<file path="src/hdl/rgb_to_packed_pixel_converter_assert.svh">
// ----------------------------------------------------------------------------
// RGB to packed pixel converter assertion macros
// Concurrent assertion wrappers shared by the converter modules.
// ----------------------------------------------------------------------------
`ifndef RGB_TO_PACKED_PIXEL_CONVERTER_ASSERT_SVH
`define RGB_TO_PACKED_PIXEL_CONVERTER_ASSERT_SVH

`ifndef ASSERT_OFF

// property must hold at every clock edge outside reset
`define RGBPP_ASSERT(label, clk, rst, prop, msg) \
   label: assert property (@(posedge clk) disable iff (rst) (prop)) else $error(msg);

// consequent must hold in the cycle after the antecedent
`define RGBPP_ASSERT_NEXT(label, clk, rst, ante, cons, msg) \
   label: assert property (@(posedge clk) disable iff (rst) (ante) |=> (cons)) \
      else $error(msg);

`else

`define RGBPP_ASSERT(label, clk, rst, prop, msg)
`define RGBPP_ASSERT_NEXT(label, clk, rst, ante, cons, msg)

`endif

`endif

</file>
<file path="src/hdl/rgbpp_pkg.sv">
// ----------------------------------------------------------------------------
// RGB to packed pixel converter package
// Configuration types, register indexes and reset values.
// ----------------------------------------------------------------------------
`default_nettype none

package rgbpp_pkg;

   // default upper bound on bytes per packed pixel
   localparam int DEFAULT_MAX_PIXEL_BYTES = 4;

   // register indexes on the configuration port
   localparam logic [2:0] CSR_SHIFT_RED   = 3'd0;
   localparam logic [2:0] CSR_SHIFT_GREEN = 3'd1;
   localparam logic [2:0] CSR_SHIFT_BLUE  = 3'd2;
   localparam logic [2:0] CSR_BITS_RED    = 3'd3;
   localparam logic [2:0] CSR_BITS_GREEN  = 3'd4;
   localparam logic [2:0] CSR_BITS_BLUE   = 3'd5;
   localparam logic [2:0] CSR_PIXEL_BYTES = 3'd6;

   // configuration register set
   typedef struct packed {
      logic [4:0] shift_red;
      logic [4:0] shift_green;
      logic [4:0] shift_blue;
      logic [4:0] bits_red;
      logic [4:0] bits_green;
      logic [4:0] bits_blue;
      logic [2:0] pixel_bytes;
   } cfg_type;

   localparam cfg_type CFG_RESET = '{
      shift_red:   5'd16,
      shift_green: 5'd8,
      shift_blue:  5'd0,
      bits_red:    5'd8,
      bits_green:  5'd8,
      bits_blue:   5'd8,
      pixel_bytes: 3'd4
   };

endpackage

`default_nettype wire

</file>
<file path="src/hdl/rgbpp_csr.sv">
// ----------------------------------------------------------------------------
// RGB to packed pixel converter configuration registers
// Holds field positions, depths and the byte count written over the port.
// ----------------------------------------------------------------------------
`default_nettype none

module rgbpp_csr (
   input  wire logic              clock,
   input  wire logic              reset,
   input  wire logic              csr_wen,
   input  wire logic [2:0]        csr_index,
   input  wire logic [4:0]        csr_wdata,
   output rgbpp_pkg::cfg_type     cfg
);
   import rgbpp_pkg::*;

   cfg_type cfg_ff;
   cfg_type cfg_in;

   // decode the register write; unknown indexes drop the write
   always_comb begin
      cfg_in = cfg_ff;
      if (csr_wen) begin
         unique case (csr_index)
            CSR_SHIFT_RED:   cfg_in.shift_red   = csr_wdata;
            CSR_SHIFT_GREEN: cfg_in.shift_green = csr_wdata;
            CSR_SHIFT_BLUE:  cfg_in.shift_blue  = csr_wdata;
            CSR_BITS_RED:    cfg_in.bits_red    = csr_wdata;
            CSR_BITS_GREEN:  cfg_in.bits_green  = csr_wdata;
            CSR_BITS_BLUE:   cfg_in.bits_blue   = csr_wdata;
            CSR_PIXEL_BYTES: cfg_in.pixel_bytes = csr_wdata[2:0];
            default:         cfg_in = cfg_ff;
         endcase
      end
   end

   always_ff @(posedge clock) begin
      if (reset) begin
         cfg_ff <= CFG_RESET;
      end else begin
         cfg_ff <= cfg_in;
      end
   end

   assign cfg = cfg_ff;

endmodule

`default_nettype wire

</file>
<file path="src/hdl/rgbpp_front.sv">
// ----------------------------------------------------------------------------
// RGB to packed pixel converter front end
// Accepts pixels, rescales each channel and packs the word for the queue.
// ----------------------------------------------------------------------------
`default_nettype none

module rgbpp_front #(
   parameter int MAX_PIXEL_BYTES = rgbpp_pkg::DEFAULT_MAX_PIXEL_BYTES,
   parameter int IDX_W           = (MAX_PIXEL_BYTES > 1) ? $clog2(MAX_PIXEL_BYTES) : 1
) (
   input  wire logic               clock,
   input  wire logic               reset,
   input  wire rgbpp_pkg::cfg_type cfg,
   input  wire logic               req_valid,
   output logic                    req_stall,
   input  wire logic [7:0]         req_red,
   input  wire logic [7:0]         req_green,
   input  wire logic [7:0]         req_blue,
   input  wire logic               req_final_pixel,
   input  wire logic               q_full,
   output logic                    q_push,
   output logic [31:0]             q_word,
   output logic [IDX_W-1:0]        q_last_idx,
   output logic                    q_fin
);
   import rgbpp_pkg::*;

   localparam logic [3:0] MAX_CNT = 4'(MAX_PIXEL_BYTES);

   // channel * (2^d - 1) / 255, split as x * Q + x * R / 255 where
   // Q is a byte repunit shifted by d mod 8 and R = 2^(d mod 8) - 1
   function automatic logic [30:0] rescale(input logic [7:0] x, input logic [4:0] d);
      logic [23:0] rep;
      logic [30:0] hi;
      logic [14:0] v;
      logic [15:0] t;
      case (d[4:3])
         2'd0:    rep = 24'd0;
         2'd1:    rep = {16'd0, x};
         2'd2:    rep = {8'd0, x, x};
         default: rep = {x, x, x};
      endcase
      hi = {7'd0, rep} << d[2:0];
      v  = ({7'd0, x} << d[2:0]) - {7'd0, x};
      // floor(v / 255) for v below 2^15
      t  = {1'b0, v} + 16'd1 + {9'd0, v[14:8]};
      return hi + {23'd0, t[15:8]};
   endfunction

   logic        valid_ff;
   logic        valid_in;
   logic [30:0] red_ff;
   logic [30:0] green_ff;
   logic [30:0] blue_ff;
   logic        fin_ff;
   logic        load;
   logic [3:0]  cnt;
   logic [3:0]  last4;

   // advance the stage when it is empty or its contents move to the queue
   assign q_push    = valid_ff && !q_full;
   assign load      = !valid_ff || !q_full;
   assign req_stall = !load;
   assign valid_in  = load ? req_valid : valid_ff;

   always_ff @(posedge clock) begin
      if (reset) begin
         valid_ff <= 1'b0;
      end else begin
         valid_ff <= valid_in;
      end
   end

   // capture the rescaled channels
   always_ff @(posedge clock) begin
      if (load && req_valid) begin
         red_ff   <= rescale(req_red,   cfg.bits_red);
         green_ff <= rescale(req_green, cfg.bits_green);
         blue_ff  <= rescale(req_blue,  cfg.bits_blue);
         fin_ff   <= req_final_pixel;
      end
   end

   // place the fields and keep the low 32 bits
   assign q_word = ({1'b0, red_ff}   << cfg.shift_red)
                 | ({1'b0, green_ff} << cfg.shift_green)
                 | ({1'b0, blue_ff}  << cfg.shift_blue);
   assign q_fin  = fin_ff;

   // bytes per pixel: zero counts as one, saturate at the maximum
   always_comb begin
      if (cfg.pixel_bytes == 3'd0) begin
         cnt = 4'd1;
      end else if ({1'b0, cfg.pixel_bytes} > MAX_CNT) begin
         cnt = MAX_CNT;
      end else begin
         cnt = {1'b0, cfg.pixel_bytes};
      end
   end

   assign last4      = cnt - 4'd1;
   assign q_last_idx = last4[IDX_W-1:0];

endmodule

`default_nettype wire

</file>
<file path="src/hdl/rgbpp_queue.sv">
// ----------------------------------------------------------------------------
// RGB to packed pixel converter queue
// Two-entry queue of packed pixels between the front and back ends.
// ----------------------------------------------------------------------------
`default_nettype none

module rgbpp_queue #(
   parameter int WIDTH = 36
) (
   input  wire logic             clock,
   input  wire logic             reset,
   input  wire logic             push,
   input  wire logic [WIDTH-1:0] push_data,
   input  wire logic             pop,
   output logic                  full,
   output logic                  empty,
   output logic [WIDTH-1:0]      head
);
`include "rgb_to_packed_pixel_converter_assert.svh"

   logic [WIDTH-1:0] mem_ff [2];
   logic             wr_ptr_ff;
   logic             wr_ptr_in;
   logic             rd_ptr_ff;
   logic             rd_ptr_in;
   logic [1:0]       count_ff;
   logic [1:0]       count_in;

   assign full  = (count_ff == 2'd2);
   assign empty = (count_ff == 2'd0);
   assign head  = mem_ff[rd_ptr_ff];

   // advance pointers and fill count
   always_comb begin
      wr_ptr_in = push ? !wr_ptr_ff : wr_ptr_ff;
      rd_ptr_in = pop  ? !rd_ptr_ff : rd_ptr_ff;
      count_in  = count_ff;
      if (push && !pop) begin
         count_in = count_ff + 2'd1;
      end else if (pop && !push) begin
         count_in = count_ff - 2'd1;
      end
   end

   always_ff @(posedge clock) begin
      if (reset) begin
         wr_ptr_ff <= 1'b0;
         rd_ptr_ff <= 1'b0;
         count_ff  <= 2'd0;
      end else begin
         wr_ptr_ff <= wr_ptr_in;
         rd_ptr_ff <= rd_ptr_in;
         count_ff  <= count_in;
      end
   end

   // store the pushed entry
   always_ff @(posedge clock) begin
      if (push) begin
         mem_ff[wr_ptr_ff] <= push_data;
      end
   end

   `RGBPP_ASSERT(a_no_push_full, clock, reset, !(push && full), "push into full queue")
   `RGBPP_ASSERT(a_no_pop_empty, clock, reset, !(pop && empty), "pop from empty queue")
   `RGBPP_ASSERT_NEXT(a_fill, clock, reset, (push && !pop && !empty), full, "queue failed to fill")

endmodule

`default_nettype wire

</file>
<file path="src/hdl/rgbpp_back.sv">
// ----------------------------------------------------------------------------
// RGB to packed pixel converter back end
// Serializes each packed word into bytes, low byte first, into an output register.
// ----------------------------------------------------------------------------
`default_nettype none

module rgbpp_back #(
   parameter int IDX_W = 2
) (
   input  wire logic             clock,
   input  wire logic             reset,
   input  wire logic             q_valid,
   input  wire logic [31:0]      q_word,
   input  wire logic [IDX_W-1:0] q_last_idx,
   input  wire logic             q_fin,
   output logic                  q_pop,
   output logic                  rsp_valid,
   input  wire logic             rsp_stall,
   output logic [7:0]            rsp_out_byte,
   output logic                  rsp_pixel_done,
   output logic                  rsp_run_done
);
   logic             rsp_valid_ff;
   logic             rsp_valid_in;
   logic [7:0]       byte_ff;
   logic             pixel_done_ff;
   logic             run_done_ff;
   logic [IDX_W-1:0] idx_ff;
   logic [IDX_W-1:0] idx_in;
   logic             load;
   logic             issue;
   logic             done;
   logic [2:0]       idx3;
   logic [7:0]       sel_byte;

   assign load  = !rsp_valid_ff || !rsp_stall;
   assign issue = load && q_valid;
   assign done  = (idx_ff == q_last_idx);
   assign q_pop = issue && done;

   // pick the current byte; bytes past the word read as zero
   assign idx3 = 3'(idx_ff);
   always_comb begin
      if (idx3 < 3'd4) begin
         sel_byte = q_word[{idx3[1:0], 3'b000} +: 8];
      end else begin
         sel_byte = 8'd0;
      end
   end

   // step the byte index, restart on the last byte
   always_comb begin
      idx_in = idx_ff;
      if (issue) begin
         idx_in = done ? '0 : idx_ff + 1'b1;
      end
   end

   assign rsp_valid_in = load ? q_valid : rsp_valid_ff;

   always_ff @(posedge clock) begin
      if (reset) begin
         rsp_valid_ff <= 1'b0;
         idx_ff       <= '0;
      end else begin
         rsp_valid_ff <= rsp_valid_in;
         idx_ff       <= idx_in;
      end
   end

   // load the output register on each transfer slot
   always_ff @(posedge clock) begin
      if (issue) begin
         byte_ff       <= sel_byte;
         pixel_done_ff <= done;
         run_done_ff   <= done && q_fin;
      end
   end

   assign rsp_valid      = rsp_valid_ff;
   assign rsp_out_byte   = byte_ff;
   assign rsp_pixel_done = pixel_done_ff;
   assign rsp_run_done   = run_done_ff;

endmodule

`default_nettype wire

</file>
<file path="src/hdl/rgb_to_packed_pixel_converter.sv">
// ----------------------------------------------------------------------------
// RGB to packed pixel converter
// Rescales RGB888 pixels to configured depths, packs them and emits bytes.
// ----------------------------------------------------------------------------
// Each pixel transfer yields pixel_bytes byte transfers (zero counts as one,
// capped at MAX_PIXEL_BYTES), low byte first; the last byte carries
// pixel_done and, for the final pixel, run_done. The one-byte result register
// sets the rate: each pixel goes out as pixel_bytes byte transfers, 1 to
// MAX_PIXEL_BYTES, and the input takes a new pixel every cycle while the
// two-entry queue has room. The first byte passes the rescale stage, the
// queue and the output register, in that order, before it is presented.
// Configuration writes belong to idle periods.
// ----------------------------------------------------------------------------
`default_nettype none

module rgb_to_packed_pixel_converter #(
   parameter int MAX_PIXEL_BYTES = rgbpp_pkg::DEFAULT_MAX_PIXEL_BYTES
) (
   input  wire logic       clock,
   input  wire logic       reset,
   input  wire logic       csr_wen,
   input  wire logic [2:0] csr_index,
   input  wire logic [4:0] csr_wdata,
   input  wire logic       req_valid,
   output logic            req_stall,
   input  wire logic [7:0] req_red,
   input  wire logic [7:0] req_green,
   input  wire logic [7:0] req_blue,
   input  wire logic       req_final_pixel,
   output logic            rsp_valid,
   input  wire logic       rsp_stall,
   output logic [7:0]      rsp_out_byte,
   output logic            rsp_pixel_done,
   output logic            rsp_run_done
);
   import rgbpp_pkg::*;

   localparam int IDX_W = (MAX_PIXEL_BYTES > 1) ? $clog2(MAX_PIXEL_BYTES) : 1;
   localparam int Q_W   = 32 + IDX_W + 1;

   cfg_type          cfg;
   logic             q_push;
   logic             q_pop;
   logic             q_full;
   logic             q_empty;
   logic [31:0]      push_word;
   logic [IDX_W-1:0] push_last_idx;
   logic             push_fin;
   logic [Q_W-1:0]   q_head;

   rgbpp_csr u_csr (
      .clock     (clock),
      .reset     (reset),
      .csr_wen   (csr_wen),
      .csr_index (csr_index),
      .csr_wdata (csr_wdata),
      .cfg       (cfg)
   );

   rgbpp_front #(
      .MAX_PIXEL_BYTES (MAX_PIXEL_BYTES),
      .IDX_W           (IDX_W)
   ) u_front (
      .clock           (clock),
      .reset           (reset),
      .cfg             (cfg),
      .req_valid       (req_valid),
      .req_stall       (req_stall),
      .req_red         (req_red),
      .req_green       (req_green),
      .req_blue        (req_blue),
      .req_final_pixel (req_final_pixel),
      .q_full          (q_full),
      .q_push          (q_push),
      .q_word          (push_word),
      .q_last_idx      (push_last_idx),
      .q_fin           (push_fin)
   );

   rgbpp_queue #(
      .WIDTH (Q_W)
   ) u_queue (
      .clock     (clock),
      .reset     (reset),
      .push      (q_push),
      .push_data ({push_word, push_last_idx, push_fin}),
      .pop       (q_pop),
      .full      (q_full),
      .empty     (q_empty),
      .head      (q_head)
   );

   rgbpp_back #(
      .IDX_W (IDX_W)
   ) u_back (
      .clock          (clock),
      .reset          (reset),
      .q_valid        (!q_empty),
      .q_word         (q_head[Q_W-1 -: 32]),
      .q_last_idx     (q_head[IDX_W:1]),
      .q_fin          (q_head[0]),
      .q_pop          (q_pop),
      .rsp_valid      (rsp_valid),
      .rsp_stall      (rsp_stall),
      .rsp_out_byte   (rsp_out_byte),
      .rsp_pixel_done (rsp_pixel_done),
      .rsp_run_done   (rsp_run_done)
   );

endmodule

`default_nettype wire
</file>
<file path="config.mk">
export PLATFORM = sky130hd
export DESIGN_NAME = rgb_to_packed_pixel_converter
export DESIGN_NICKNAME = d
export VERILOG_FILES = /design/src/hdl/rgbpp_pkg.sv /design/src/hdl/rgbpp_csr.sv /design/src/hdl/rgbpp_front.sv /design/src/hdl/rgbpp_queue.sv /design/src/hdl/rgbpp_back.sv /design/src/hdl/rgb_to_packed_pixel_converter.sv
export VERILOG_INCLUDE_DIRS = /design/src /design/src/hdl
export SDC_FILE = /design/constraint.sdc
export NUM_CORES = 1
export LEC_CHECK = 0
export BUFFER_PORTS_ARGS = -buffer_cell sky130_fd_sc_hd__buf_2
export CAP_MARGIN = 20
export CORE_UTILIZATION = 42
export DETAILED_ROUTE_END_ITERATION = 6
export PLACE_DENSITY = 0.62
export REMOVE_ABC_BUFFERS = 1
export SYNTH_ARGS = -nofsm -noshare
export SYNTH_HDL_FRONTEND = slang
export SYNTH_SLANG_ARGS = --single-unit
</file>
<file path="constraint.sdc">
create_clock -name clock -period 11.55 [get_ports clock]
set_clock_uncertainty 0.15 [all_clocks]
set_input_delay 0.5775 -clock clock [delete_from_list [all_inputs] [get_ports clock]]
set_output_delay 0.5775 -clock clock [all_outputs]
set_load 0.02 [all_outputs]
</file>
==> out/qor.yml, run 1 <==
min_period_ns: 8.37
drc: 0
clkTransAtPathRegs_ns: 0.06
yosysUniqueCellTypes: 90
start_util_pct: 42.9
async_reset_ff_share_pct: 0
core-area_um2: 44500
cts_hold_buf: 0
htreeDepth: 1
fmax_mhz: 119
path_class: "flop to flop"
grt_pass1_wl_mm: 82.3
cts_root_buf: "clkbuf_16"
fillCellCount: 4326
reg2reg_depth: 30
drv_slew: 0
grt_antenna_before_repair: 0
die_w_um: 215
drive_above_1_share_pct: 12.1
holdCritPathClass: "input pin to flop"
end_kind: "flop"
syn-cell-area_um2: 19100
drt_first_iter_violations: 1467
vias: 15700
die_area_um2: 46400
vias_per_cell: 5.81
post_cts_buffers: 0
synth_ff_type: "edfxtp_1"
ant_nets: 0
crit_required_ns: 11.77
slew_headroom_pct: 32.7
outcome: "finished, final reports clean"
ir_drop_v: 0.000102
ys_ff_latch: 216
fin_nets: 2197
cpMaxStageDelayCell: "or4b_2"
portBuffers: 49
p_leak_uw: 0.00765
grt_pass1_vias: 14800
area_growth_pct: 7.90
cts_tree: "yes"
p_total_uw: 2780
first_pass_iters: 6
min_period_over_period_pct: 72.5
yosys.area.top_type: "edfxtp_1"
grt_max_degree: 75
setup_tns_ns: 0
cp_slowest_stage_delay_ns: 0.67
cts-buffers-inserted: 26
cp_max_fo: 21
diodes: 0
setup_violations: 0
syn_area_per_cell_um2: 9.04
cts.path.max_buffers: 3
hpwl_mm: 39.6
ys_warn_count: 0
die_h_um: 215
synth_common_cells: "nand2_1, nor2_1, edfxtp_1"
cts_resized: 0
wl_per_cell_um: 19.0
gr-total-overflow: 0
finalHoldViolCount: 0
gp_congestion: 0.929
yosysMostFrequentCell: "nand2_1"
synthCells: 2114
ios: 50
seq_area_frac_synth_pct: 31.7
grt_util_all_layers_pct: 22.0
clock-sinks: 216
drv_cap: 0
synth-edff-count: 174
powerDensity_nw_per_um2: 135
start_kind: "flop"
clk-insertion-delay-late_ns: 0.54
arrival_ns: 8.60
totalWireLength_mm: 51.3
yosysTopAreaCellShare_pct: 27.3
worst_slew_pin_slew_ns: 1.01
rows: 77
rsz0062_at_grt: "no"
hold_depth: 1
synth_area_leaders: "edfxtp_1, mux2i_1, mux4_2"
-- layout make-up --
class	count	area, µm²	area share, %
Multi-Input combinational cell	1697	12300	59.5
Clock inverter	18	165	0.801
Tap cell	592	741	3.59
Clock buffer	30	676	3.28
Timing Repair Buffer	75	448	2.17
Inverter	71	267	1.29
Sequential cell	216	6070	29.4
-- cell families after synthesis --
| group | synth area share, % |
|---|---|
| flip-flops | 31.7 |
| adder cells (fa/ha/maj) | 5.05 |
| AND/OR/NAND/NOR | 19.1 |
| multiplexers | 17.9 |
| AO/OA/AOI/OAI | 16.0 |
| XOR/XNOR | 6.00 |
| buffers and inverters | 4.20 |
-- layout by cell type, fill, tap and decap left out, types with 38 or more instances in the layout --
cell type / instances
nand2_1: 231
nor2_1: 201
edfxtp_1: 174
mux2i_1: 147
a21oi_1: 135
o21ai_0: 109
xnor2_1: 77
ha_1: 66
inv_1: 64
mux4_2: 59
and2_1: 56
xor2_1: 54
nor3_1: 52
mux2_2: 51
buf_2: 49
nor2b_1: 41
dfxtp_1: 41
nand3_1: 38
-- final timing paths --
check / start / endpoint / slack (ns)
max: u_csr.cfg[14] / u_front.red_ff[30] / 3.18
min: req_final_pixel / u_front.q_fin / 0.07
max reg2reg: u_csr.cfg[14] / u_front.red_ff[30] / 3.18
min reg2reg: u_front.q_fin / u_queue.mem_ff[0][0] / 0.30
-- sequential cells by signal, indices dropped and copies added (netlist names), named ones only --
| signal | cells |
|---|---|
| u_csr.cfg | 33 |
| u_front.red_ff | 31 |
| u_front.valid_ff | 1 |
| u_front.q_fin | 1 |
| u_front.green_ff | 31 |
| u_queue.mem_ff | 70 |
| u_back.rsp_run_done | 1 |
| u_front.blue_ff | 31 |
| u_queue.count_ff | 2 |
| u_back.idx_ff | 2 |
| u_queue.wr_ptr_ff | 1 |
| u_back.rsp_valid | 1 |
| u_queue.rd_ptr_ff | 1 |
| u_back.rsp_out_byte | 8 |
| u_back.rsp_pixel_done | 1 |
-- per-stage QoR --
stage / cell area (µm²) / utilization, % / worst slack, ns / instances / hold slack (ns)
3_3_place_gp: 19800 / 44.4 / 3.42 / 2649 / 0.292
6_report: 20600 / 46.3 / 3.18 / 2699 / 0.0660
2_1_floorplan: 18600 / - / 3.63 / 1984 / 0.271
3_5_place_dp: 19800 / 44.4 / 3.18 / 2649 / 0.288
5_1_grt: 20600 / 46.3 / 2.54 / 2699 / 0.0450
4_1_cts: 20600 / 46.3 / 3.17 / 2697 / 0.0359
-- worst max-delay path: cells and delay by family, from the launching register on --
kind                     cells  cell delay, ns
AO/OA/AOI/OAI               12            2.67
buffers and inverters        2            0.43
multiplexers                 2            0.60
flip-flops                   1            0.66
XOR/XNOR                     1            0.31
adder cells (fa/ha/maj)      6            1.91
AND/OR/NAND/NOR              7            1.49
-- routing by layer --
metal	up-vias	global-route usage (%)	share of wire, %
met4	0	4.47	1.7
met2	406	35.5	45
li1	7703	-	-
met1	7526	32.2	49
met5	-	0	0
met3	53	1.53	4.4
-- report_power, final --
group / switching [µW] / internal (µW)
Sequential: 72.0 / 978
Clock: 323 / 466
Combinational: 546 / 391
(Power assumes the default switching activity.)
==> run 2, diff against run 1 <==
--- a/config.mk
+++ b/config.mk
@@ -10,7 +10,7 @@
 export CAP_MARGIN = 20
 export CORE_UTILIZATION = 42
 export DETAILED_ROUTE_END_ITERATION = 6
-export PLACE_DENSITY = 0.62
+export PLACE_DENSITY = 0.65
 export REMOVE_ABC_BUFFERS = 1
 export SYNTH_ARGS = -nofsm -noshare
 export SYNTH_HDL_FRONTEND = slang
==> constraint.sdc (replaced) <==
create_clock -name clock -period 7.1 [get_ports clock]
set_clock_uncertainty 0.15 [all_clocks]
set_input_delay 0.355 -clock clock [delete_from_list [all_inputs] [get_ports clock]]
set_output_delay 0.355 -clock clock [all_outputs]
set_load 0.02 [all_outputs]
==> out/qor.yml, run 2 (synthesis gave the netlist of run 1 again) <==
grt_pass1_vias: 15700  # +5.6%
arrival_ns: 6.99  # -1.61 ns
cts.path.max_buffers: 3  # unchanged
grt_util_all_layers_pct: 22.5  # +0.54 points
clk-insertion-delay-late_ns: 0.56  # +0.02 ns
post-place-cells: 2804  # +5.9%
violations: "DRC"
powerDensity_nw_per_um2: 214  # +59%
die_h_um: 215  # unchanged
crit_required_ns: 7.22  # -4.55 ns
cts_root_buf: "clkbuf_16"
drv_cap: 0  # unchanged
cpMaxStageDelayCell: "or4b_2"
first_pass_iters: 7  # +1
final_common_cell: "nand2_1"
hpwl_mm: 41.0  # +3.7%
outcome: "complete, but fails checks"
drt_first_iter_violations: 1310  # -11%
portBuffers: 49  # unchanged
cts-buffers-inserted: 25  # -3.8%
design_area_um2: 22400  # +8.8%
wl_per_cell_um: 18.7  # -1.8%
drc: 6  # +6
gr-total-overflow: 0  # unchanged
rows: 77  # unchanged
cp_slowest_stage_delay_ns: 0.68  # about the same
cp_max_fo: 6  # -71%
die_area_um2: 46400  # unchanged
cts_tree: "yes"
place_area_um2: 20900  # +5.9%
die_w_um: 215  # unchanged
regMostFlops: "u_queue.mem_ff"
clkTransAtPathRegs_ns: 0.06  # about the same
worst_slew_pin_slew_ns: 1.01  # +0.00541 ns
final_cell_mix: "nand2_1, nor2_1, buf_4"
fin_nets: 2365  # +7.6%
rsz0062_at_grt: "yes"
ios: 50  # unchanged
end_kind: "flop"
holdCritPathClass: "input pin to flop"
dpl_worst_slack_ns: -0.368  # -3.55 ns
min_period_ns: 6.87  # -1.50 ns
path_class: "flop to flop"
start_kind: "flop"
grt_max_degree: 74  # -1.3%
area_growth_pct: 17.4
fmax_mhz: 145  # +22%
core-area_um2: 44500  # unchanged
fillCellCount: 4165  # -3.7%
setup_violations: 0  # unchanged
multiInputGateArea_um2: 12800  # +4.1%
diodes: 0  # unchanged
htreeDepth: 1  # unchanged
drive_above_1_share_pct: 22.3  # +10 points
start_util_pct: 42.9  # unchanged
vias_per_cell: 5.76  # -0.92%
grt_pass1_wl_mm: 84.5  # +2.6%
slew_headroom_pct: 32.4  # -0.35 points
worst_slack_ns: 0.225  # -2.95 ns
gp_congestion: 0.921  # -0.91%
clock-sinks: 216  # unchanged
min_period_over_period_pct: 96.8  # +24 points
grt_antenna_before_repair: 0  # unchanged
drv_slew: 0  # unchanged
seq_area_um2: 6080  # +0.25%
fin_cells: 2866  # +6.2%
ir_drop_v: 0.000171  # +68%
finalHoldViolCount: 0  # unchanged
vias: 16500  # +5.2%
p_leak_uw: 0.00863  # +13%
ant_nets: 0  # unchanged
totalWireLength_mm: 53.5  # +4.3%
largest_reg_flops: 70  # unchanged
==> run 2: worst max-delay path, delay by kind of cell, from the launching register on <==
kind                     cells  cell delay, ns
AO/OA/AOI/OAI               12            2.30
AND/OR/NAND/NOR              6            1.17
flip-flops                   1            0.40
adder cells (fa/ha/maj)      6            1.65
buffers and inverters        1            0.07
XOR/XNOR                     2            0.33
multiplexers                 1            0.52
==> run 2: path summary, 6_finish.rpt <==
kind                       from                    to  slack (ns)  depth (start not counted)
setup reg to reg  u_csr.cfg[13]    u_front.red_ff[22]        0.23                         28
setup / recovery  u_csr.cfg[13]    u_front.red_ff[22]        0.23                         28
hold / removal     csr_wdata[3]         u_csr.cfg[26]        0.03                          3
hold reg to reg   u_front.q_fin  u_queue.mem_ff[0][0]        0.30                          0
==> run 2: repair_timing <==
| action | in CTS | in global routing |
|---|---|---|
| gates resized for setup | 19 | 94 |
| pin swaps | 3 | 34 |
| buffers inserted | 1 | 10 |
| hold buffers | 3 | 0 |
| hold endpoints to repair | 3 | 0 |
| endpoints found under the setup margin | 34 | 54 |
==> run 2: power breakdown <==
| group | internal [µW] | switching (µW) |
|---|---|---|
| registers | 1590 | 114 |
| logic | 833 | 969 |
| clock network | 776 | 527 |
| total | 3200 | 1610 |
==> run 2: stage by stage <==
stage	utilization (%)	TNS [ns]	total power [µW]	hold WS [ns]
CTS	49.1	0	4730	0.0133
finish	50.4	0	4810	0.0340
global route	50.4	-0.273	5070	0.0576
global placement	47.0	-0.827	3360	0.286
floorplan	-	-13.34	2790	0.271
detailed placement	47.0	-5.39	3400	0.288
==> run 2: layer usage <==
layer  wire, µm  share of wire (%)  global-route usage, %  vias up
li1           -                  -                      -     8034
met3       2540                4.7                   2.24       82
met2      24900                 46                   36.6      428
met5          0                  0                      0        -
met4       1270                2.4                   5.51        0
met1      24900                 46                   32.0     7961
==> run 2: area by class of cell <==
| class | count | share of cell area (%) |
|---|---|---|
| Multi-Input combinational cell | 1697 | 56.9 |
| Tap cell | 592 | 3.30 |
| Clock buffer | 32 | 2.95 |
| Timing Repair Buffer | 244 | 7.82 |
| Inverter | 71 | 1.19 |
| Sequential cell | 216 | 27.1 |
| Clock inverter | 14 | 0.764 |
